`src/tou_pkg.sv`:
```
`timescale 1ns / 1ps
// tou_pkg: shared types, codes and constants of the two-tariff energy split unit
// depends on nothing; used by the interfaces and every module under src
package tou_pkg;

    localparam int ENERGY_BITS = 24;
    localparam int HOUR_BITS   = 5;
    localparam int TOTAL_BITS  = 32;
    localparam int ADDR_BITS   = 3;
    localparam int APB_WIDTH   = 32;

    // first year (since 1900) at which the wall clock counts as set
    localparam logic [7:0] CLOCK_SET_YEAR = 8'd116;

    // item operation codes
    localparam logic [1:0] OP_TICK      = 2'd0;
    localparam logic [1:0] OP_CLR_PREV  = 2'd1;
    localparam logic [1:0] OP_CLR_ALL   = 2'd2;

    // register indexes (byte address bits [ADDR_BITS-1:2])
    localparam logic REG_DAY_START   = 1'b0;
    localparam logic REG_NIGHT_START = 1'b1;

    localparam logic [HOUR_BITS-1:0] DAY_START_RESET   = 5'd7;
    localparam logic [HOUR_BITS-1:0] NIGHT_START_RESET = 5'd23;

    typedef logic [ENERGY_BITS-1:0] mark_t;
    typedef logic [TOTAL_BITS-1:0]  total_t;

    typedef struct packed {
        mark_t last_midnight;
        mark_t cur_midnight;
        mark_t last_day_start;
        mark_t last_night_start;
        mark_t cur_day_start;
        mark_t cur_night_start;
    } marks_t;

    typedef struct packed {
        logic [HOUR_BITS-1:0] day_start_hour;
        logic [HOUR_BITS-1:0] night_start_hour;
    } cfg_t;

    typedef struct packed {
        logic [1:0]  op;
        logic [23:0] energy_reading;
        logic [4:0]  hour;
        logic [5:0]  minute;
        logic [5:0]  second;
        logic [7:0]  year_since_1900;
    } in_item_t;

    typedef struct packed {
        total_t used_today;
        total_t yesterday_total;
        total_t yesterday_night;
        total_t yesterday_day;
        total_t night_today;
        total_t day_today;
    } out_item_t;

endpackage

```
`src/tou_tick_if.sv`:
```
`timescale 1ns / 1ps
// tou_tick_if: valid/ready channel that carries one input item
// depends on tou_pkg for the item type
interface tou_tick_if;
    logic               valid;
    logic               ready;
    tou_pkg::in_item_t  data;

    modport source (output valid, output data, input ready);
    modport sink   (input valid, input data, output ready);
endinterface

```
`src/tou_total_if.sv`:
```
`timescale 1ns / 1ps
// tou_total_if: valid/ready channel that carries one result item
// depends on tou_pkg for the result type
interface tou_total_if;
    logic                valid;
    logic                ready;
    tou_pkg::out_item_t  data;

    modport source (output valid, output data, input ready);
    modport sink   (input valid, input data, output ready);
endinterface

```
`src/time_of_use_energy_split_unit.sv`:
```
`timescale 1ns / 1ps
// time_of_use_energy_split_unit: top level of the day/night energy split
// depends on tou_pkg, tou_tick_if, tou_total_if, tou_regs and tou_calc
//
//   channel   dir   handshake          payload
//   tick      in    valid/ready        op, energy_reading, hour, minute, second, year
//   totals    out   valid/ready        six 32-bit consumption totals
//   apb       in    psel/penable       day_start_hour, night_start_hour
//
// one item per cycle sustained while the totals receiver keeps ready up; an item goes
// from the tick transfer to the totals transfer through the input register, then the
// mark/total update into the result register. the whole update is one pass of tou_calc.
// reset clears the marks, the totals and both valid flags; the hours go to 7 and 23.
// when the result waits, the input register still takes one more item, after
// which tick.ready drops until the totals transfer happens.
module time_of_use_energy_split_unit (
    input  logic                          clk,
    input  logic                          rst_n,
    tou_tick_if.sink                      tick,
    tou_total_if.source                   totals,
    input  logic                          psel,
    input  logic                          penable,
    input  logic                          pwrite,
    input  logic [tou_pkg::ADDR_BITS-1:0] paddr,
    input  logic [tou_pkg::APB_WIDTH-1:0] pwdata,
    output logic [tou_pkg::APB_WIDTH-1:0] prdata,
    output logic                          pready
);

    tou_pkg::cfg_t       cfg;

    // input stage
    logic                in_valid_reg;
    logic                in_valid_next;
    tou_pkg::in_item_t   in_item_reg;

    // state; totals_reg doubles as the result register since it only changes
    // when the pending result has gone out
    tou_pkg::marks_t     marks_reg;
    tou_pkg::marks_t     marks_next;
    tou_pkg::out_item_t  totals_reg;
    tou_pkg::out_item_t  totals_next;
    logic                out_valid_reg;
    logic                out_valid_next;

    logic                tick_xfer;
    logic                advance;

    tou_regs u_regs (
        .clk     (clk),
        .rst_n   (rst_n),
        .psel    (psel),
        .penable (penable),
        .pwrite  (pwrite),
        .paddr   (paddr),
        .pwdata  (pwdata),
        .prdata  (prdata),
        .pready  (pready),
        .cfg     (cfg)
    );

    tou_calc u_calc (
        .item        (in_item_reg),
        .cfg         (cfg),
        .marks       (marks_reg),
        .totals      (totals_reg),
        .marks_next  (marks_next),
        .totals_next (totals_next)
    );

    // the held item moves on when the result slot is free or being emptied
    assign advance    = in_valid_reg & (~out_valid_reg | totals.ready);
    assign tick.ready = ~in_valid_reg | advance;
    assign tick_xfer  = tick.valid & tick.ready;

    assign in_valid_next  = tick_xfer | (in_valid_reg & ~advance);
    assign out_valid_next = advance | (out_valid_reg & ~totals.ready);

    assign totals.valid = out_valid_reg;
    assign totals.data  = totals_reg;

    // control and state
    always_ff @(posedge clk or negedge rst_n)
    begin
        if (!rst_n)
        begin
            in_valid_reg  <= 1'b0;
            out_valid_reg <= 1'b0;
            marks_reg     <= '0;
            totals_reg    <= '0;
        end
        else
        begin
            in_valid_reg  <= in_valid_next;
            out_valid_reg <= out_valid_next;
            if (advance)
            begin
                marks_reg  <= marks_next;
                totals_reg <= totals_next;
            end
        end
    end

    // input payload, no reset needed
    always_ff @(posedge clk)
    begin
        if (tick_xfer)
        begin
            in_item_reg <= tick.data;
        end
    end

endmodule

```
`src/tou_regs.sv`:
```
`timescale 1ns / 1ps
// tou_regs: apb register file holding the tariff start hours
// depends on tou_pkg for the register codes and the cfg_t struct
module tou_regs (
    input  logic                          clk,
    input  logic                          rst_n,
    input  logic                          psel,
    input  logic                          penable,
    input  logic                          pwrite,
    input  logic [tou_pkg::ADDR_BITS-1:0] paddr,
    input  logic [tou_pkg::APB_WIDTH-1:0] pwdata,
    output logic [tou_pkg::APB_WIDTH-1:0] prdata,
    output logic                          pready,
    output tou_pkg::cfg_t                 cfg
);

    logic                             wr_en;
    logic                             reg_idx;
    logic [tou_pkg::HOUR_BITS-1:0]    day_start_reg;
    logic [tou_pkg::HOUR_BITS-1:0]    night_start_reg;
    logic [tou_pkg::HOUR_BITS-1:0]    rd_value;

    assign pready  = 1'b1;
    assign wr_en   = psel & penable & pwrite & pready;
    assign reg_idx = paddr[2];

    always_ff @(posedge clk or negedge rst_n)
    begin
        if (!rst_n)
        begin
            day_start_reg   <= tou_pkg::DAY_START_RESET;
            night_start_reg <= tou_pkg::NIGHT_START_RESET;
        end
        else if (wr_en)
        begin
            case (reg_idx)
                tou_pkg::REG_DAY_START:   day_start_reg   <= pwdata[tou_pkg::HOUR_BITS-1:0];
                tou_pkg::REG_NIGHT_START: night_start_reg <= pwdata[tou_pkg::HOUR_BITS-1:0];
                default:                  day_start_reg   <= day_start_reg;
            endcase
        end
    end

    always_comb
    begin
        case (reg_idx)
            tou_pkg::REG_DAY_START:   rd_value = day_start_reg;
            tou_pkg::REG_NIGHT_START: rd_value = night_start_reg;
            default:                  rd_value = '0;
        endcase
    end

    assign prdata = tou_pkg::APB_WIDTH'(rd_value);

    assign cfg.day_start_hour   = day_start_reg;
    assign cfg.night_start_hour = night_start_reg;

endmodule

```
`src/tou_calc.sv`:
```
`timescale 1ns / 1ps
// tou_calc: single-pass update of the meter marks and the six totals for one item
// depends on tou_pkg for item, mark, total and config types
module tou_calc (
    input  tou_pkg::in_item_t   item,
    input  tou_pkg::cfg_t       cfg,
    input  tou_pkg::marks_t     marks,
    input  tou_pkg::out_item_t  totals,
    output tou_pkg::marks_t     marks_next,
    output tou_pkg::out_item_t  totals_next
);

    tou_pkg::mark_t     e;
    logic               on_hour;
    logic               clock_set;
    logic               real_date;
    tou_pkg::marks_t    filled;
    tou_pkg::marks_t    rolled;
    tou_pkg::marks_t    clamped;
    tou_pkg::mark_t     night_min;
    tou_pkg::total_t    e_w;
    tou_pkg::total_t    pm_w;
    tou_pkg::total_t    tm_w;
    tou_pkg::total_t    pd_w;
    tou_pkg::total_t    pn_w;
    tou_pkg::total_t    td_w;
    tou_pkg::total_t    tn_w;
    tou_pkg::out_item_t tick_totals;

    always_comb
    begin
        e         = tou_pkg::mark_t'(item.energy_reading);
        on_hour   = (item.minute == 6'd0) && (item.second == 6'd0);
        clock_set = item.year_since_1900 >= tou_pkg::CLOCK_SET_YEAR;
        real_date = item.year_since_1900 > tou_pkg::CLOCK_SET_YEAR;

        // load any empty mark with the current reading
        filled.last_midnight    = (marks.last_midnight == '0)    ? e : marks.last_midnight;
        filled.cur_midnight     = (marks.cur_midnight == '0)     ? e : marks.cur_midnight;
        filled.last_day_start   = (marks.last_day_start == '0)   ? e : marks.last_day_start;
        filled.last_night_start = (marks.last_night_start == '0) ? e : marks.last_night_start;
        filled.cur_day_start    = (marks.cur_day_start == '0)    ? e : marks.cur_day_start;
        filled.cur_night_start  = (marks.cur_night_start == '0)  ? e : marks.cur_night_start;

        // one roll per tick, midnight first
        rolled = filled;
        if ((item.hour == 5'd0) && on_hour && real_date)
        begin
            rolled.last_midnight    = filled.cur_midnight;
            rolled.cur_midnight     = e;
            rolled.last_day_start   = filled.cur_day_start;
            rolled.last_night_start = filled.cur_night_start;
        end
        else if ((item.hour == cfg.day_start_hour) && on_hour)
        begin
            rolled.last_day_start = filled.cur_day_start;
            rolled.cur_day_start  = e;
        end
        else if ((item.hour == cfg.night_start_hour) && on_hour)
        begin
            rolled.last_night_start = filled.cur_night_start;
            rolled.cur_night_start  = e;
        end

        // keep yesterday's marks in time order
        clamped = rolled;
        clamped.last_day_start = (rolled.last_day_start < rolled.last_midnight)
                               ? rolled.last_midnight : rolled.last_day_start;
        night_min = (rolled.last_night_start < rolled.last_midnight)
                  ? rolled.last_midnight : rolled.last_night_start;
        clamped.last_night_start = (night_min < clamped.last_day_start)
                                 ? clamped.last_day_start : night_min;

        e_w  = tou_pkg::TOTAL_BITS'(e);
        pm_w = tou_pkg::TOTAL_BITS'(clamped.last_midnight);
        tm_w = tou_pkg::TOTAL_BITS'(clamped.cur_midnight);
        pd_w = tou_pkg::TOTAL_BITS'(clamped.last_day_start);
        pn_w = tou_pkg::TOTAL_BITS'(clamped.last_night_start);
        td_w = tou_pkg::TOTAL_BITS'(clamped.cur_day_start);
        tn_w = tou_pkg::TOTAL_BITS'(clamped.cur_night_start);

        tick_totals.used_today      = e_w - tm_w;
        tick_totals.yesterday_total = (tm_w <= pm_w) ? '0 : tm_w - pm_w;
        tick_totals.yesterday_night = pd_w - pm_w + tm_w - pn_w;
        tick_totals.yesterday_day   = (pn_w > pd_w) ? pn_w - pd_w : '0;
        tick_totals.night_today     = totals.night_today;
        tick_totals.day_today       = totals.day_today;
        if (real_date)
        begin
            if (item.hour < cfg.day_start_hour)
            begin
                tick_totals.night_today = e_w - tm_w;
                tick_totals.day_today   = '0;
            end
            else if (item.hour < cfg.night_start_hour)
            begin
                tick_totals.night_today = td_w - tm_w;
                tick_totals.day_today   = e_w - td_w;
            end
            else
            begin
                tick_totals.night_today = td_w - tm_w + e_w - tn_w;
                tick_totals.day_today   = tn_w - td_w;
            end
        end

        marks_next  = marks;
        totals_next = totals;
        case (item.op)
            tou_pkg::OP_TICK:
            begin
                if (clock_set)
                begin
                    marks_next  = clamped;
                    totals_next = tick_totals;
                end
                else
                begin
                    marks_next = filled;
                end
            end
            tou_pkg::OP_CLR_PREV:
            begin
                marks_next.last_midnight    = '0;
                marks_next.last_day_start   = '0;
                marks_next.last_night_start = '0;
            end
            tou_pkg::OP_CLR_ALL:
            begin
                marks_next = '0;
            end
            default:
            begin
                marks_next = marks;
            end
        endcase
    end

endmodule

```
`src/flat_wrapper.sv`:
```
// flat-port wrapper written by rule: the top's interface ports become plain ports
module time_of_use_energy_split_unit_flat 
  (clk, rst_n, psel, penable, pwrite, paddr, pwdata, prdata, pready, tick_valid, tick_data, tick_ready, totals_valid, totals_data, totals_ready);
  tou_tick_if tick_i ();
  tou_total_if totals_i ();
  input  logic clk;
  input  logic rst_n;
  input  logic psel;
  input  logic penable;
  input  logic pwrite;
  input  logic [tou_pkg::ADDR_BITS-1:0] paddr;
  input  logic [tou_pkg::APB_WIDTH-1:0] pwdata;
  output logic [tou_pkg::APB_WIDTH-1:0] prdata;
  output logic pready;
  input wire logic [$bits(tick_i.valid)-1:0] tick_valid;
  input wire logic [$bits(tick_i.data)-1:0] tick_data;
  output wire logic [$bits(tick_i.ready)-1:0] tick_ready;
  output wire logic [$bits(totals_i.valid)-1:0] totals_valid;
  output wire logic [$bits(totals_i.data)-1:0] totals_data;
  input wire logic [$bits(totals_i.ready)-1:0] totals_ready;
  assign tick_i.valid = tick_valid;
  assign tick_i.data = tick_data;
  assign tick_ready = tick_i.ready;
  assign totals_valid = totals_i.valid;
  assign totals_data = totals_i.data;
  assign totals_i.ready = totals_ready;
  time_of_use_energy_split_unit u_core (.clk(clk), .rst_n(rst_n), .tick(tick_i), .totals(totals_i), .psel(psel), .penable(penable), .pwrite(pwrite), .paddr(paddr), .pwdata(pwdata), .prdata(prdata), .pready(pready));
endmodule
```
`config.mk`:
```
export PLATFORM = sky130hd
export DESIGN_NAME = time_of_use_energy_split_unit_flat
export DESIGN_NICKNAME = d
export VERILOG_FILES = /design/src/tou_pkg.sv /design/src/tou_tick_if.sv /design/src/tou_total_if.sv /design/src/time_of_use_energy_split_unit.sv /design/src/tou_regs.sv /design/src/tou_calc.sv /design/src/flat_wrapper.sv
export SDC_FILE = /design/constraint.sdc
export NUM_CORES = 2
export LEC_CHECK = 0
export BUFFER_PORTS_ARGS = -buffer_cell sky130_fd_sc_hd__buf_2
export CELL_PAD_IN_SITES_DETAIL_PLACEMENT = 1
export CELL_PAD_IN_SITES_GLOBAL_PLACEMENT = 1
export CORE_MARGIN = 8
export CORE_UTILIZATION = 30
export DETAILED_ROUTE_END_ITERATION = 16
export PLACE_DENSITY_LB_ADDON = 0.1
export SLEW_MARGIN = 15
export SYNTH_ARGS = -nofsm -noshare
export SYNTH_HDL_FRONTEND = slang
export SYNTH_HIERARCHICAL = 1
export SYNTH_SLANG_ARGS = --single-unit
```
`constraint.sdc`:
```
create_clock -name clk -period 18.9 [get_ports clk]
set_clock_uncertainty 0.1 [all_clocks]
set_input_delay 0.945 -clock clk [delete_from_list [all_inputs] [get_ports clk]]
set_output_delay 0.945 -clock clk [all_outputs]
set_load 0.05 [all_outputs]
```
* Word level (Yosys, flattened, before mapping)
Cells that the tools add are included.
Storage, ports and cells: flip-flop bits (word level) 399, input bits 93, output and inout bits 227
Operators by class: $add $sub $neg 11, $lt $le $gt $ge 9, equal/unequal tests 4, multiplexer cells 28, bitwise logic cells 15, reductions and logical operators 24
Operator list (number):
- 24-bit 2-to-1 mux | 15
- 48-bit one-hot mux with 2 select lines | 2
- 24-bit by 24-bit subtractor with 25-bit output | 7
- 24-bit logical NOT | 6
- 144-bit 2-to-1 mux | 1
- 48-bit 2-to-1 mux | 3
- 64-bit 2-to-1 mux | 2
- 24-bit one-hot mux with 2 select lines | 2
- 24-bit < comparator | 3
- 32-bit 2-to-1 mux | 2
- 26-bit by 25-bit subtractor with 27-bit output | 2
- 25-bit by 25-bit adder with 26-bit output | 2
- 24-bit > comparator | 1
- 24-bit <= comparator | 1
- 6-bit logical NOT | 2
- 5-bit == test | 2
- 5-bit < comparator | 2
- 5-bit one-hot mux with 2 select lines | 1
- 8-bit by 7-bit greater-or-equal comparator with 1-bit output, second input constant | 1
- 8-bit by 7-bit > comparator with 1-bit output, second input constant | 1
- 2-bit AND reduction | 4
- 1-bit bitwise AND | 6
- 1-bit logical AND | 5
- 5-bit logical NOT | 1
- 9 further kinds | 17

* Longest topological paths before layout
word-level depth 12, depth in mapped cells 50, depth with buffers taken out 45

* By module
The synthesis kept the hierarchy.
By module, submodules not included:
- tou_calc | times used 1, cells each 3207, area an instance 20480.9 um^2, seq. area each 0.0 um^2
- time_of_use_energy_split_unit | times used 1, cells each 768, area an instance 14232.4 um^2, seq. area each 9989.6 um^2
- tou_regs | times used 1, cells each 58, area an instance 693.2 um^2, seq. area each 259.0 um^2

* Least setup slack after synthesis
No wires, ideal clock.
path kind reg-to-reg, start point register u_core/in_item_reg[22] (netlist bit), end point register u_core.totals_reg, in the netlist u_core/totals.data[127], setup time 0.067 ns, data arrival time 10.753 ns, required time 18.733 ns, path slack 7.981 ns, stages on the path, launching flop included 43, buffers on the path 4, cell sequence edfxtp_1 or4_1 or4_4 or2_2 clkbuf_1 clkbuf_1 a221oi_1 ha_1 nand4_1 or3b_1 or3_1 or3_1 o21ai_1 clkbuf_1 nand2_1 o21ai_0 inv_1 ha_1 (+7 left out) o311ai_0 a21oi_4 buf_6 mux2i_1 fa_1 fa_1 a21o_1 a21o_1 a21boi_0 o211ai_1 a221oi_1 a211oi_1 o41ai_1 a21oi_1 a21o_1 a211o_1 nand2_1 mux2_2
On the way: word-level cells in the longest chain between the ends 10, elaborated cells on any way between the ends 21, those cells by class 3 x add/sub; 3 x order compare; 2 x eq/ne; 8 x mux; 5 x reduce/logical
Ends and longest elaborated chain:
- start, declared | line time_of_use_energy_split_unit.sv:35 | tou_pkg::in_item_t in_item_reg;
- start signal, assigned | line time_of_use_energy_split_unit.sv:109 | in_item_reg <= tick.data;
- parallel branches: the longest is 9 deep, another holds 25-bit by 25-bit adder with 26-bit output
- 26-bit by 25-bit subtractor with 27-bit output (*) | line tou_calc.sv:84 | tick_totals.yesterday_night = pd_w - pm_w + tm_w - pn_w;
- end signal, assigned | line time_of_use_energy_split_unit.sv:99 | totals_reg <= totals_next;
- end, declared | line time_of_use_energy_split_unit.sv:41 | tou_pkg::out_item_t totals_reg;
Mark *: on every way between the ends. A chain may end at the register's enable or synchronous reset.

* Worst setup path in the final report
start point register u_core/in_item_reg[15] (netlist bit), end point register u_core.totals_reg, in the netlist u_core/totals.data[118]
On the way: word-level cells in the longest chain between the ends 11, elaborated cells on any way between the ends 20, those cells by class 3 x add/sub; 3 x order compare; 8 x mux; 6 x reduce/logical
Ends and longest elaborated chain:
- 6-bit logical NOT (*) | line tou_calc.sv:33 | on_hour = (item.minute == 6'd0) && (item.second == 6'd0);
- 1-bit logical AND (*) | line tou_calc.sv:33
- parallel branches: the longest is 8 deep, another holds 25-bit by 25-bit adder with 26-bit output
- 26-bit by 25-bit subtractor with 27-bit output (*) | line tou_calc.sv:84
Marked as above.

==> results.ini <==
[logic_synthesis]
async_reset_ff_share_pct = 87.2
synth_top_cells_by_area = dfrtp_1 (24%), mux2_2 (11%), ha_1 (9.7%)
syn_area_per_cell_um2 = 8.78
synth_top_family_by_area = compound AO/OA/AOI/OAI gates
synthMuxAreaShare_pct = 13.9
yosysTopAreaCellShare_pct = 24.1
synthAdderAreaFrac_pct = 12.8
synth_ff_type = dfrtp_1
synth-seq-area-share_pct = 28.9
synth-simple-area-share_pct = 12.5
synth_compound_area_share_pct = 21.8
synth_area_um2 = 35400
synth_edf_count = 51
synth.distinct_cells = 80
yosys_warnings = 6
yosys_register_bits = 399
syn_inst = 4033
yosysTopAreaCell = dfrtp_1
synthXorXnorAreaFrac_pct = 3.81

[status]
status = finished clean

[clocking]
cts_root_buffer = clkbuf_16
cts_sinks = 399
htreeDepth = 2
cts_made_buffers = 55
clk_latency_ns = 0.68
hold_buffers = 0
postCtsSetupBuffers = 0
cts_resized = 0
clk_pin_slew_ns = 0.06
clock_tree.buffer_depth = 3
tritoncts = built

[grt]
grt_pass1_wl_um = 224000
antenna_found_initial = 12
grt_max_degree = 162
track_usage_pct = 22.7
grt.overflow.total = 0
grt_pass1_vias = 32100

[detailed_routing]
drtIter0Drc = 2180
viasPerCell = 5.48
first_pass_iters = 5
wl_per_cell_um = 26.4
drc = 0
ant_nets = 0
vias = 31700
routed_wl_um = 153000

[die]
die_w_um = 360
initial_core_util_pct = 30.1
core_um2 = 118000
die_area_um2 = 129000
io_pins = 320
num_rows = 126
fp.dieH_um = 360

[worst_setup_path]
crit_slowest_cell = o311ai_0
worst_ep_arrival_time_ns = 14.80
critPathKind = reg -> reg
cp.required_ns = 19.35
max_stage_delay_ns = 0.96
critPathMaxFanout = 26
start_kind = flip-flop
crit_path_end_kind = flip-flop

[placement]
gp_congestion = 0.866
dp_hpwl_um = 117000
port_buffers = 262

[timing]
slew_violations = 0
min_period_over_period_pct = 75.9
rsz0062_at_grt = no
hold_viol = 0
tightest_slew_ns = 1.20
fmax_mhz = 69.7
fin_crit_ns = 14.35
slew_headroom_pct = 19.5
setup_viol = 0
finalSetupTns_ns = 0

[final_layout]
final_cell_mix = nand2_1 (444), a21oi_1 (356), dfrtp_1 (341), o21ai_0 (334), mux2_2 (332)
final_nets = 4628
nFillCells = 13700
areaGrowthSynthToFinish_pct = 13.7
layout_commonest_cell = nand2_1
largest_register_ff_count = 192
drive_gt1_share_pct = 20.0

[hold_path]
hp-class = in -> async

[job]
cap_violations = 0

## stage by stage
stage          setup WS [ns]  util [%]  hold WS, ns  cells  area, µm²
4_1_cts                 4.60      34.2        0.186   5789      40200
2_1_floorplan           7.98         -        0.357   4059      35500
3_5_place_dp            4.68      32.5        0.413   5685      38300
6_report                4.55      34.2        0.171   5790      40200
5_1_grt                 3.84      34.2        0.211   5789      40200
3_3_place_gp            4.56      32.5        0.404   5685      38300
## routing by layer
layer / vias up / GRT usage (%) / part of all wire (%)
met4: 2 / 6.56 / 3.1
met5: - / 0 / 0.0079
li1: 14800 / - / -
met2: 772 / 35.5 / 44
met3: 194 / 3.32 / 4.6
met1: 16000 / 32.3 / 48
## kinds of logic after synthesis
logic type / count (synthesis)
mux: 431
other cells: 2
compound gates: 1235
fa+ha+maj: 329
flops: 399
simple gates: 968
buf+inv: 515
xor+xnor: 154
## worst paths after layout
check	startpoint	to	slack, ns	cells past startpoint
max reg2reg	u_core/in_item_reg[15]$_DFFE_PP_	u_core/totals.data[118]$_DFFE_PN0P_	4.55	43
max	u_core/in_item_reg[15]$_DFFE_PP_	u_core/totals.data[118]$_DFFE_PN0P_	4.55	43
min	rst_n	u_core/totals.data[23]$_DFFE_PN0P_	0.17	1
min reg2reg	u_core/totals.data[161]$_DFFE_PN0P_	u_core/totals.data[161]$_DFFE_PN0P_	0.42	1
max in group asynchronous	rst_n	u_core/totals.data[92]$_DFFE_PN0P_	16.40	3
min in group clk	tick_data[33]	u_core/in_item_reg[33]$_DFFE_PP_	0.34	1
## final cells by class
cell class | instances | area (µm²) | area share (%)
antenna | 1 | 2.50 | 0.00622
clock buffer | 71 | 1530 | 3.80
clock inverter | 33 | 454 | 1.13
inverter | 265 | 995 | 2.47
multi-input combinational | 3145 | 23200 | 57.6
sequential | 399 | 10200 | 25.5
tap | 1536 | 1920 | 4.78
timing repair buffer | 340 | 1930 | 4.80
## worst max-delay path: cells and delay by family (launching register included)
kind | cells | cell delay (ns)
compound gates | 20 | 6.25
fa+ha+maj | 5 | 1.46
xor+xnor | 1 | 0.50
mux | 3 | 1.34
buf+inv | 6 | 1.53
simple gates | 8 | 2.63
flops | 1 | 0.36
## cells in the mapped netlist (89+ instances only)
cell	n
a21o_1	122
a21oi_1	357
xnor2_1	89
ha_1	275
nor2_1	185
nand2_1	446
dfrtp_1	341
a22o_1	98
inv_1	265
clkbuf_1	163
o21ai_0	334
mux2_2	332
Power is not shown: default switching activity piles up to over one toggle a cycle in this logic, so the estimate is an artifact.
